==> config.mk <==
export PLATFORM = sky130hd
export DESIGN_NAME = multi_slot_alarm_scheduler_flat
export DESIGN_NICKNAME = d
export VERILOG_FILES = /design/src/msas_pkg.sv /design/src/msas_cmd_if.sv /design/src/msas_res_if.sv /design/src/msas_ram.sv /design/src/msas_ctrl.sv /design/src/msas_dp.sv /design/src/multi_slot_alarm_scheduler.sv /design/src/flat_wrapper.sv
export SDC_FILE = /design/constraint.sdc
export NUM_CORES = 2
export LEC_CHECK = 0
export ABC_AREA = 1
export CORE_MARGIN = 2
export CORE_UTILIZATION = 55
export DETAILED_ROUTE_END_ITERATION = 16
export DONT_BUFFER_PORTS = 1
export PLACE_DENSITY = 0.69
export SYNTH_ARGS = -nofsm -noshare
export SYNTH_HDL_FRONTEND = slang
export SYNTH_SLANG_ARGS = --single-unit
export TNS_END_PERCENT = 10
==> constraint.sdc <==
create_clock -name clk -period 24.4 [get_ports clk]
set_clock_uncertainty 0.2 [all_clocks]
set_input_delay 7.32 -clock clk [delete_from_list [all_inputs] [get_ports clk]]
set_output_delay 7.32 -clock clk [all_outputs]
set_load 0.03 [all_outputs]
==> src/msas_pkg.sv <==
// Shared types and constants of the multi-slot alarm scheduler.
// No dependencies; every other file but msas_ram imports this package.
package msas_pkg;

  // Default sizes of the slot table and time base
  localparam int NUM_SLOTS_DEF = 16;
  localparam int TIME_BITS_DEF = 48;

  // Fixed widths of the command and result words
  localparam int CMD_W   = 3;
  localparam int SLOT_FW = 4;
  localparam int DELAY_W = 48;
  localparam int GROUP_W = 32;

  // Command codes
  typedef enum logic [CMD_W-1:0] {
    CMD_TICK       = 3'd0,
    CMD_ONESHOT    = 3'd1,
    CMD_PERIODIC   = 3'd2,
    CMD_CANCEL     = 3'd3,
    CMD_CANCEL_GRP = 3'd4,
    CMD_SET_GRP    = 3'd5
  } cmd_t;

  // Result kinds
  localparam logic KIND_ACK  = 1'b0;
  localparam logic KIND_FIRE = 1'b1;

  // Controller states
  typedef enum logic [2:0] {
    ST_IDLE,
    ST_CMD,
    ST_SCAN,
    ST_FLUSH,
    ST_GSCAN,
    ST_GACK
  } state_t;

  // Controller to datapath commands
  typedef struct packed {
    logic load;        // latch the accepted command word
    logic tick;        // advance the time counter
    logic scan_start;  // rewind the slot scan
    logic scan_adv;    // move the slot scan one step
    logic exec;        // perform a single-slot command and post its ack
    logic emit_flush;  // post the held fired word as the last one
    logic emit_gack;   // post the cancel-group ack
  } ctl_cmd_t;

  // Datapath to controller status
  typedef struct packed {
    logic out_free;    // result register can take a word this cycle
    logic fire_hit;    // slot in the check stage fires
    logic pend_v;      // a fired word is held back
    logic scan_done;   // every slot has been checked
  } dp_stat_t;

endpackage

==> src/msas_cmd_if.sv <==
// Command channel of the alarm scheduler: valid/ready plus command word.
// Depends on msas_pkg for field widths.
interface msas_cmd_if import msas_pkg::*; ();
  logic               valid;
  logic               ready;
  logic [CMD_W-1:0]   command;
  logic [SLOT_FW-1:0] slot;
  logic [DELAY_W-1:0] delay;
  logic [DELAY_W-1:0] reload_interval;
  logic [GROUP_W-1:0] group_tag;

  modport source (output valid, command, slot, delay, reload_interval, group_tag,
                  input ready);
  modport sink   (input valid, command, slot, delay, reload_interval, group_tag,
                  output ready);
endinterface

==> src/msas_res_if.sv <==
// Result channel of the alarm scheduler: valid/ready plus result word.
// Depends on msas_pkg for field widths.
interface msas_res_if import msas_pkg::*; ();
  logic               valid;
  logic               ready;
  logic               kind;
  logic [SLOT_FW-1:0] fired_slot;
  logic               was_armed;
  logic               last;

  modport source (output valid, kind, fired_slot, was_armed, last, input ready);
  modport sink   (input valid, kind, fired_slot, was_armed, last, output ready);
endinterface

==> src/msas_ram.sv <==
// Generic simple dual-port RAM: one write port, one registered read port.
// No dependencies.
module msas_ram #(
  parameter int WIDTH = 8,
  parameter int DEPTH = 16
) (
  input  logic                                    clk,
  input  logic                                    wr_en,
  input  logic [(DEPTH > 1 ? $clog2(DEPTH) : 1)-1:0] wr_addr,
  input  logic [WIDTH-1:0]                        wr_data,
  input  logic                                    rd_en,
  input  logic [(DEPTH > 1 ? $clog2(DEPTH) : 1)-1:0] rd_addr,
  output logic [WIDTH-1:0]                        rd_data
);

  logic [WIDTH-1:0] mem [DEPTH];

  // Write and registered read
  always_ff @(posedge clk) begin
    if (wr_en) begin
      mem[wr_addr] <= wr_data;
    end
    if (rd_en) begin
      rd_data <= mem[rd_addr];
    end
  end

endmodule

==> src/msas_ctrl.sv <==
// Sequencer of the alarm scheduler: takes command words, runs slot scans
// and paces result words. Depends on msas_pkg.
module msas_ctrl import msas_pkg::*; (
  input  logic             clk,
  input  logic             rst,
  input  logic             in_valid,
  input  logic [CMD_W-1:0] command,
  output logic             in_ready,
  output ctl_cmd_t         ctl,
  input  dp_stat_t         stat
);

  state_t state, state_next;

  // State register
  always_ff @(posedge clk) begin
    if (rst) begin
      state <= ST_IDLE;
    end else begin
      state <= state_next;
    end
  end

  // Next state and datapath commands
  always_comb begin
    state_next = state;
    ctl        = '0;
    in_ready   = 1'b0;
    case (state)
      ST_IDLE: begin
        // take no word while reset is held
        in_ready = !rst;
        if (in_valid && !rst) begin
          ctl.load = 1'b1;
          if (command inside {CMD_ONESHOT, CMD_PERIODIC, CMD_CANCEL, CMD_SET_GRP}) begin
            state_next = ST_CMD;
          end else if (command == CMD_TICK) begin
            ctl.tick       = 1'b1;
            ctl.scan_start = 1'b1;
            state_next     = ST_SCAN;
          end else if (command == CMD_CANCEL_GRP) begin
            ctl.scan_start = 1'b1;
            state_next     = ST_GSCAN;
          end
        end
      end
      ST_CMD: begin
        if (stat.out_free) begin
          ctl.exec   = 1'b1;
          state_next = ST_IDLE;
        end
      end
      ST_SCAN: begin
        // hold the scan while a held word cannot be pushed out
        if (stat.scan_done) begin
          state_next = ST_FLUSH;
        end else if (!(stat.fire_hit && stat.pend_v && !stat.out_free)) begin
          ctl.scan_adv = 1'b1;
        end
      end
      ST_FLUSH: begin
        if (!stat.pend_v) begin
          state_next = ST_IDLE;
        end else if (stat.out_free) begin
          ctl.emit_flush = 1'b1;
          state_next     = ST_IDLE;
        end
      end
      ST_GSCAN: begin
        if (stat.scan_done) begin
          state_next = ST_GACK;
        end else begin
          ctl.scan_adv = 1'b1;
        end
      end
      ST_GACK: begin
        if (stat.out_free) begin
          ctl.emit_gack = 1'b1;
          state_next    = ST_IDLE;
        end
      end
      default: begin
        state_next = ST_IDLE;
      end
    endcase
  end

endmodule

==> src/msas_dp.sv <==
// Datapath of the alarm scheduler: time counter, slot tables, scan
// pipeline and result register. Depends on msas_pkg and msas_ram.
module msas_dp import msas_pkg::*; #(
  parameter int NUM_SLOTS = NUM_SLOTS_DEF,
  parameter int TIME_BITS = TIME_BITS_DEF
) (
  input  logic               clk,
  input  logic               rst,
  input  ctl_cmd_t           ctl,
  output dp_stat_t           stat,
  input  logic [CMD_W-1:0]   command,
  input  logic [SLOT_FW-1:0] slot,
  input  logic [DELAY_W-1:0] delay,
  input  logic [DELAY_W-1:0] reload_interval,
  input  logic [GROUP_W-1:0] group_tag,
  input  logic               out_ready,
  output logic               out_valid,
  output logic               kind,
  output logic [SLOT_FW-1:0] fired_slot,
  output logic               was_armed,
  output logic               last
);

  localparam int SLOT_W = (NUM_SLOTS > 1) ? $clog2(NUM_SLOTS) : 1;
  localparam int CNT_W  = $clog2(NUM_SLOTS + 1);
  localparam int TW     = 2 * TIME_BITS;

  // Latched command word
  logic [CMD_W-1:0]     cmd_q;
  logic [SLOT_FW-1:0]   slot_q;
  logic [TIME_BITS-1:0] delay_q;
  logic [TIME_BITS-1:0] ival_q;
  logic [GROUP_W-1:0]   tag_q;

  // Time and per-slot flags
  logic [TIME_BITS-1:0] now;
  logic [NUM_SLOTS-1:0] armed;
  logic [NUM_SLOTS-1:0] gvalid;

  // Scan pipeline
  logic [CNT_W-1:0]  rd_idx;
  logic              chk_v;
  logic [SLOT_W-1:0] chk_idx;
  logic              pend_v;
  logic [SLOT_W-1:0] pend_idx;

  // Memories
  logic              t_wr_en;
  logic [SLOT_W-1:0] t_wr_addr;
  logic [TW-1:0]     t_wr_data;
  logic [TW-1:0]     t_rd_data;
  logic              g_wr_en;
  logic [GROUP_W-1:0] g_rd_data;
  logic              rd_en;

  logic [SLOT_W-1:0]    si;
  logic                 slot_ok;
  logic                 at_end;
  logic [TIME_BITS-1:0] due_rd;
  logic [TIME_BITS-1:0] per_rd;
  logic [GROUP_W-1:0]   grp_val;
  logic                 fire_hit;
  logic                 grp_hit;
  logic                 is_set;
  logic                 cancel_was;

  assign si       = SLOT_W'(slot_q);
  assign slot_ok  = (int'(slot_q) < NUM_SLOTS);
  assign at_end   = (rd_idx == CNT_W'(NUM_SLOTS));
  assign due_rd   = t_rd_data[TW-1:TIME_BITS];
  assign per_rd   = t_rd_data[TIME_BITS-1:0];
  assign grp_val  = gvalid[chk_idx] ? g_rd_data : '0;
  assign fire_hit = chk_v && (cmd_q == CMD_TICK) && armed[chk_idx] && (due_rd <= now);
  assign grp_hit  = chk_v && (cmd_q == CMD_CANCEL_GRP) && (grp_val == tag_q);
  assign is_set   = (cmd_q == CMD_ONESHOT) || (cmd_q == CMD_PERIODIC);
  assign cancel_was = slot_ok && armed[si];
  assign rd_en    = ctl.scan_adv && !at_end;

  // Time table write port: set commands, or reload of a fired periodic slot
  always_comb begin
    t_wr_en   = 1'b0;
    t_wr_addr = chk_idx;
    t_wr_data = {now + per_rd, per_rd};
    if (ctl.exec && is_set && slot_ok) begin
      t_wr_en   = 1'b1;
      t_wr_addr = si;
      t_wr_data = {now + delay_q, (cmd_q == CMD_PERIODIC) ? ival_q : '0};
    end else if (ctl.scan_adv && fire_hit && (per_rd != '0)) begin
      t_wr_en = 1'b1;
    end
  end

  assign g_wr_en = ctl.exec && (cmd_q == CMD_SET_GRP) && slot_ok;

  msas_ram #(.WIDTH(TW), .DEPTH(NUM_SLOTS)) u_time_ram (
    .clk     (clk),
    .wr_en   (t_wr_en),
    .wr_addr (t_wr_addr),
    .wr_data (t_wr_data),
    .rd_en   (rd_en),
    .rd_addr (rd_idx[SLOT_W-1:0]),
    .rd_data (t_rd_data)
  );

  msas_ram #(.WIDTH(GROUP_W), .DEPTH(NUM_SLOTS)) u_group_ram (
    .clk     (clk),
    .wr_en   (g_wr_en),
    .wr_addr (si),
    .wr_data (tag_q),
    .rd_en   (rd_en),
    .rd_addr (rd_idx[SLOT_W-1:0]),
    .rd_data (g_rd_data)
  );

  // Latch the accepted command word
  always_ff @(posedge clk) begin
    if (ctl.load) begin
      cmd_q   <= command;
      slot_q  <= slot;
      delay_q <= TIME_BITS'(delay);
      ival_q  <= TIME_BITS'(reload_interval);
      tag_q   <= group_tag;
    end
  end

  // Time counter, flags, scan control and result valid
  always_ff @(posedge clk) begin
    if (rst) begin
      now       <= '0;
      armed     <= '0;
      gvalid    <= '0;
      rd_idx    <= '0;
      chk_v     <= 1'b0;
      pend_v    <= 1'b0;
      out_valid <= 1'b0;
    end else begin
      // post a result word, or drop it once taken
      if (ctl.exec || ctl.emit_flush || ctl.emit_gack ||
          (ctl.scan_adv && fire_hit && pend_v)) begin
        out_valid <= 1'b1;
      end else if (out_ready) begin
        out_valid <= 1'b0;
      end
      if (ctl.tick) begin
        now <= now + 1'b1;
      end
      if (ctl.scan_start) begin
        rd_idx <= '0;
        chk_v  <= 1'b0;
        pend_v <= 1'b0;
      end
      if (ctl.scan_adv) begin
        // advance read stage into check stage
        if (!at_end) begin
          rd_idx <= rd_idx + 1'b1;
          chk_v  <= 1'b1;
        end else begin
          chk_v <= 1'b0;
        end
        // fire: disarm one-shot, hold the word, push the previous one
        if (fire_hit) begin
          if (per_rd == '0) begin
            armed[chk_idx] <= 1'b0;
          end
          pend_v <= 1'b1;
        end
        if (grp_hit) begin
          armed[chk_idx] <= 1'b0;
        end
      end
      if (ctl.exec) begin
        if (slot_ok) begin
          if (is_set) begin
            armed[si] <= 1'b1;
          end else if (cmd_q == CMD_CANCEL) begin
            armed[si] <= 1'b0;
          end else if (cmd_q == CMD_SET_GRP) begin
            gvalid[si] <= 1'b1;
          end
        end
      end
      if (ctl.emit_flush) begin
        pend_v <= 1'b0;
      end
    end
  end

  // Scan indexes and result payload
  always_ff @(posedge clk) begin
    if (rd_en) begin
      chk_idx <= rd_idx[SLOT_W-1:0];
    end
    if (ctl.scan_adv && fire_hit) begin
      pend_idx <= chk_idx;
      if (pend_v) begin
        kind       <= KIND_FIRE;
        fired_slot <= SLOT_FW'(pend_idx);
        was_armed  <= 1'b0;
        last       <= 1'b0;
      end
    end
    if (ctl.exec) begin
      kind       <= KIND_ACK;
      fired_slot <= slot_q;
      was_armed  <= (cmd_q == CMD_CANCEL) ? cancel_was : 1'b0;
      last       <= 1'b1;
    end
    if (ctl.emit_flush) begin
      kind       <= KIND_FIRE;
      fired_slot <= SLOT_FW'(pend_idx);
      was_armed  <= 1'b0;
      last       <= 1'b1;
    end
    if (ctl.emit_gack) begin
      kind       <= KIND_ACK;
      fired_slot <= '0;
      was_armed  <= 1'b0;
      last       <= 1'b1;
    end
  end

  // Status to the sequencer
  always_comb begin
    stat.out_free  = !out_valid || out_ready;
    stat.fire_hit  = fire_hit;
    stat.pend_v    = pend_v;
    stat.scan_done = at_end && !chk_v;
  end

endmodule

==> src/multi_slot_alarm_scheduler.sv <==
// Top level of the multi-slot alarm scheduler: sequencer plus datapath.
// Depends on msas_pkg, msas_cmd_if, msas_res_if, msas_ctrl, msas_dp.
//
//   channel  dir  word
//   cmd      in   command, slot, delay, reload_interval, group_tag
//   res      out  kind, fired_slot, was_armed, last
//
// A set, cancel or set-group command is accepted, then executed once the
// result register is free, posting its ack. A tick or cancel-group runs
// the slot scan that reads one table entry per cycle from the slot RAMs.
// Reset is synchronous; slots read as disarmed and group 0 at once.
// A stalled result register holds the scan until the held word can move.
module multi_slot_alarm_scheduler import msas_pkg::*; #(
  parameter int NUM_SLOTS = NUM_SLOTS_DEF,
  parameter int TIME_BITS = TIME_BITS_DEF
) (
  input logic       clk,
  input logic       rst,
  msas_cmd_if.sink  cmd,
  msas_res_if.source res
);

  ctl_cmd_t ctl;
  dp_stat_t stat;

  msas_ctrl u_ctrl (
    .clk      (clk),
    .rst      (rst),
    .in_valid (cmd.valid),
    .command  (cmd.command),
    .in_ready (cmd.ready),
    .ctl      (ctl),
    .stat     (stat)
  );

  msas_dp #(.NUM_SLOTS(NUM_SLOTS), .TIME_BITS(TIME_BITS)) u_dp (
    .clk             (clk),
    .rst             (rst),
    .ctl             (ctl),
    .stat            (stat),
    .command         (cmd.command),
    .slot            (cmd.slot),
    .delay           (cmd.delay),
    .reload_interval (cmd.reload_interval),
    .group_tag       (cmd.group_tag),
    .out_ready       (res.ready),
    .out_valid       (res.valid),
    .kind            (res.kind),
    .fired_slot      (res.fired_slot),
    .was_armed       (res.was_armed),
    .last            (res.last)
  );

endmodule
==> src/flat_wrapper.sv <==
// flat-port wrapper written by rule: the top's interface ports become plain ports
module multi_slot_alarm_scheduler_flat import msas_pkg::*;
#(
  parameter int NUM_SLOTS = NUM_SLOTS_DEF,
  parameter int TIME_BITS = TIME_BITS_DEF
)
  (clk, rst, cmd_valid, cmd_command, cmd_slot, cmd_delay, cmd_reload_interval, cmd_group_tag, cmd_ready, res_valid, res_kind, res_fired_slot, res_was_armed, res_last, res_ready);
  msas_cmd_if cmd_i ();
  msas_res_if res_i ();
  input logic clk;
  input logic rst;
  input wire logic [$bits(cmd_i.valid)-1:0] cmd_valid;
  input wire logic [$bits(cmd_i.command)-1:0] cmd_command;
  input wire logic [$bits(cmd_i.slot)-1:0] cmd_slot;
  input wire logic [$bits(cmd_i.delay)-1:0] cmd_delay;
  input wire logic [$bits(cmd_i.reload_interval)-1:0] cmd_reload_interval;
  input wire logic [$bits(cmd_i.group_tag)-1:0] cmd_group_tag;
  output wire logic [$bits(cmd_i.ready)-1:0] cmd_ready;
  output wire logic [$bits(res_i.valid)-1:0] res_valid;
  output wire logic [$bits(res_i.kind)-1:0] res_kind;
  output wire logic [$bits(res_i.fired_slot)-1:0] res_fired_slot;
  output wire logic [$bits(res_i.was_armed)-1:0] res_was_armed;
  output wire logic [$bits(res_i.last)-1:0] res_last;
  input wire logic [$bits(res_i.ready)-1:0] res_ready;
  assign cmd_i.valid = cmd_valid;
  assign cmd_i.command = cmd_command;
  assign cmd_i.slot = cmd_slot;
  assign cmd_i.delay = cmd_delay;
  assign cmd_i.reload_interval = cmd_reload_interval;
  assign cmd_i.group_tag = cmd_group_tag;
  assign cmd_ready = cmd_i.ready;
  assign res_valid = res_i.valid;
  assign res_kind = res_i.kind;
  assign res_fired_slot = res_i.fired_slot;
  assign res_was_armed = res_i.was_armed;
  assign res_last = res_i.last;
  assign res_i.ready = res_ready;
  multi_slot_alarm_scheduler #(.NUM_SLOTS(NUM_SLOTS), .TIME_BITS(TIME_BITS)) u_core (.clk(clk), .rst(rst), .cmd(cmd_i), .res(res_i));
endmodule
==> results.md <==
- Status: finished clean
- Max_cap viols: 0
- Hold Crit Class: reg2reg
- Met2 WL: 128.7 mm
- Pleak: 35.53 nW
- Placed insts: 9909
- Switching share of power: 23.78%
- Chip width: about 430 um
- Most common cell after layout, fill and taps aside: edfxtp_1
- Seq pwr share: 53.3%
- DR pass1 iterations: 6
- Post-Syn Area: ~0.097 sq mm
- Combinational Power Share: 7.5%
- CP peak stage delay: 0.52 ns
- Int Pwr: 6.781 mW
- Largest net degree at the start of global routing: 261
- Initial Util: 55.36%
- R2R depth: 18
- Nets: between 8000 and 9000
- Clk slew on worst S/H paths: 0.06 ns
- Grt total ovfl: 0
- Syn. warnings: 0
- Initial DRC Count: 8322
- Fillcell total: 13350
- R2r endpoint: u_core.u_dp.u_time_ram.mem[11][94]$_DFFE_PP_
- Post-synth ARST share: 0%
- # resized after CTS: 0
- First-pass GRT wire length: 397.5 mm
- VDD IR-drop max: between 0.00006 and 0.00007 V
- Height of the die: 425.0 um
- Max-slew violation count: 0
- Vias per inst: 6.216
- CTS H-Tree Depth: 4
- Vias in the first global route: 60840
- Most frequent cells in the layout: edfxtp_1 (2319), nor2_1 (1225), o21ai_0 (1202)
- Core area: roughly 0.18 sq mm
- Clk_lat worst skew: 0.90 ns
- Register area share after synthesis: about 73%
- Non-Filler Instances: just over 10000
- CTS tree: yes
- Cells after Synth: 7884
- Post-layout min period: around 15 ns
- M1 WL: 106.5 mm
- Critical path's slowest cell: nor2_1
- Post-synth EDFFs: 2319
- Met3 Wirelength: 24.16 mm
- Drt wl/cell: ~27 um
- Synthesized area per cell: ~12 sq um
- CP endpoint: cmd_ready
- Final Wtd Congestion: 0.9252
- Cells along the critical path: nor2_1
- Top layer in use: met4
- Initial antenna violation count: 6
- Setup crit start kind: primary input
- Postcts setup bufs: 0
- PwrDens: 82.65 mW/mm^2
- Syn nets: around 8000
- Critical Path AT: 7.85 ns
- Layout cells sized above 1: 6.628%
- Clock Tree Buf Depth: 3
- GRT Total Usage: 29.88%
- Area Overhead vs Synth: 10.42%
- Yosys cell types: 47
- CP max FO: 45
- Tightest Pin Transition: 1.407 ns
- Worst Path Buf+Inv: 0
- Top Family by Delay on Critical Path: simple AND/OR/NAND/NOR gates
- Power share of the clock group: 39.2%
- Row cnt: 154
- CTS sink count: 2417
- Critical Path Source: rst
- Hpwl dp: 143.5 mm
- Final wirelength: ~270 mm
- Critical path depth: 1
- Fmax achieved: ~0.065 GHz
- Critical Path RT: 16.88 ns
- Num CTS Buffers: 229
- Final Hold Fails: 0
- Num ports: between 100 and 150
- WS Path Type: in2out
- DRC: 0
- Switching power: 2.116 mW
- Antenna-violating nets left: 0
- Flop2flop setup slack: roughly 16 ns
- Hold buffers post-CTS: 0
- Final setup vio count: 0
- Top FF cell, synth: edfxtp_1
- Final TNS setup: 0 ns
- Die area: 0.1806 sq mm
- Final period util: 62.98%
- Reg-to-Reg Start: u_core.u_dp.out_valid$_SDFFE_PP0P_
- PortBufs: 0
- Relative slew slack: 5.549%
- Synth Register Bits: 2417
- Routed via count: 64290
- Setup crit end kind: output port
- Root Driver: clkbuf_16
- RSZ-0062 raised after global routing: false
-- metal layers --
| layer | up-vias | track usage [%] |
|---|---|---|
| li1 | 28600 | - |
| met1 | 31760 | 40.68 |
| met2 | 3338 | 47.45 |
| met3 | 591 | 4.262 |
| met4 | 0 | 15.00 |
| met5 | - | 0 |
-- power groups by stage --
stage | Clock [mW] | Sequential [mW] | Combinational, mW
after global placement | 0 | 4.83 | 0.631
final | 3.49 | 4.74 | 0.665
after floorplan | 0 | 4.80 | 0.450
after CTS | 3.52 | 4.74 | 0.656
after detailed placement | 0 | 4.83 | 0.652
after global routing | 3.69 | 4.74 | 0.731
-- registers in the layout (all words and copies together), names as in the netlist, 3 cells and up --
| register | count |
|---|---|
| u_core.u_dp.fired_slot | 4 |
| u_core.u_dp.cmd_q | 3 |
| u_core.u_dp.si | 4 |
| u_core.u_dp.u_group_ram.rd_data | 32 |
| u_core.u_dp.pend_idx | 4 |
| u_core.u_ctrl.state | 3 |
| u_core.u_dp.gvalid | 16 |
| u_core.u_dp.u_time_ram.mem | 1536 |
| u_core.u_dp.u_group_ram.mem | 512 |
| u_core.u_dp.chk_idx | 4 |
| u_core.u_dp.rd_idx | 5 |
| u_core.u_dp.armed | 16 |
| u_core.u_dp.u_time_ram.rd_data | 96 |
| u_core.u_dp.now | 48 |
| u_core.u_dp.tag_q | 32 |
| u_core.u_dp.delay_q | 48 |
| u_core.u_dp.ival_q | 48 |
-- cells by family after synthesis --
family          Yosys count  share of synthesized area [%]
fa+ha+maj                99                          1.278
simple gates           2595                          10.79
xor+xnor                 76                         0.6827
compound gates         1949                          10.88
flops                  2417                          73.44
buf+inv                 748                          2.929
-- worst min path at each step --
stage                                                     end  slack [ns]                                start  depth (start not counted)
final                          u_core.u_dp.chk_v$_SDFFE_PP0P_        0.26       u_core.u_dp.chk_v$_SDFFE_PP0P_                          2
after global routing      u_core.u_dp.gvalid[12]$_SDFFE_PP0P_        0.28  u_core.u_dp.gvalid[12]$_SDFFE_PP0P_                          1
after CTS                      u_core.u_dp.chk_v$_SDFFE_PP0P_        0.27       u_core.u_dp.chk_v$_SDFFE_PP0P_                          2
after detailed placement  u_core.u_dp.gvalid[15]$_SDFFE_PP0P_        0.25  u_core.u_dp.gvalid[15]$_SDFFE_PP0P_                          1
after global placement     u_core.u_dp.gvalid[5]$_SDFFE_PP0P_        0.25   u_core.u_dp.gvalid[5]$_SDFFE_PP0P_                          1
after floorplan              u_core.u_dp.chk_idx[0]$_DFFE_PP_        0.23     u_core.u_dp.rd_idx[0]$_SDFF_PP0_                          0
-- per-stage QoR --
stage	total power, mW	cell area [sq um]	utilization [%]	setup slack (ns)	hold slack, ns
after floorplan	5.250	97490	-	8.784	0.2314
after detailed placement	5.480	100200	56.92	8.983	0.2547
after global placement	5.458	100200	56.92	8.992	0.2470
after CTS	8.917	107600	61.11	8.978	0.2667
final	8.897	107600	61.12	9.032	0.2617
after global routing	9.163	107600	61.12	9.011	0.2827
-- cells in the mapped netlist (19+ instances only) --
cell type	number	area (sq um)
o21ai_0	1208	6046
ha_1	98	1226
nor3_1	46	230.2
nor2_1	1262	4737
inv_1	294	1104
o22ai_1	513	3209
nand2_1	967	3630
dfxtp_1	98	1962
xnor2_1	19	166.4
nand4_1	148	925.9
a31oi_1	21	131.4
xor2_1	57	499.2
o21a_1	23	172.7
nor4_1	30	187.7
a21oi_1	145	725.7
edfxtp_1	2319	69640
buf_1	32	120.1
clkbuf_1	403	1513
nand3_1	108	540.5
-- area by class of cell --
type                       instances  area, sq um  area share (%)
clock inverter                   160         1520           1.412
tap                             2340         2928           2.720
timing repair buffer             132         1229           1.141
clock buffer                     267         5873           5.456
sequential                      2417        71610           66.52
antenna                            7        17.52         0.01627
multi-input combinational       4719        23320           21.67
inverter                         301         1152           1.070
Note: power is estimated with default switching activity, not from simulation.
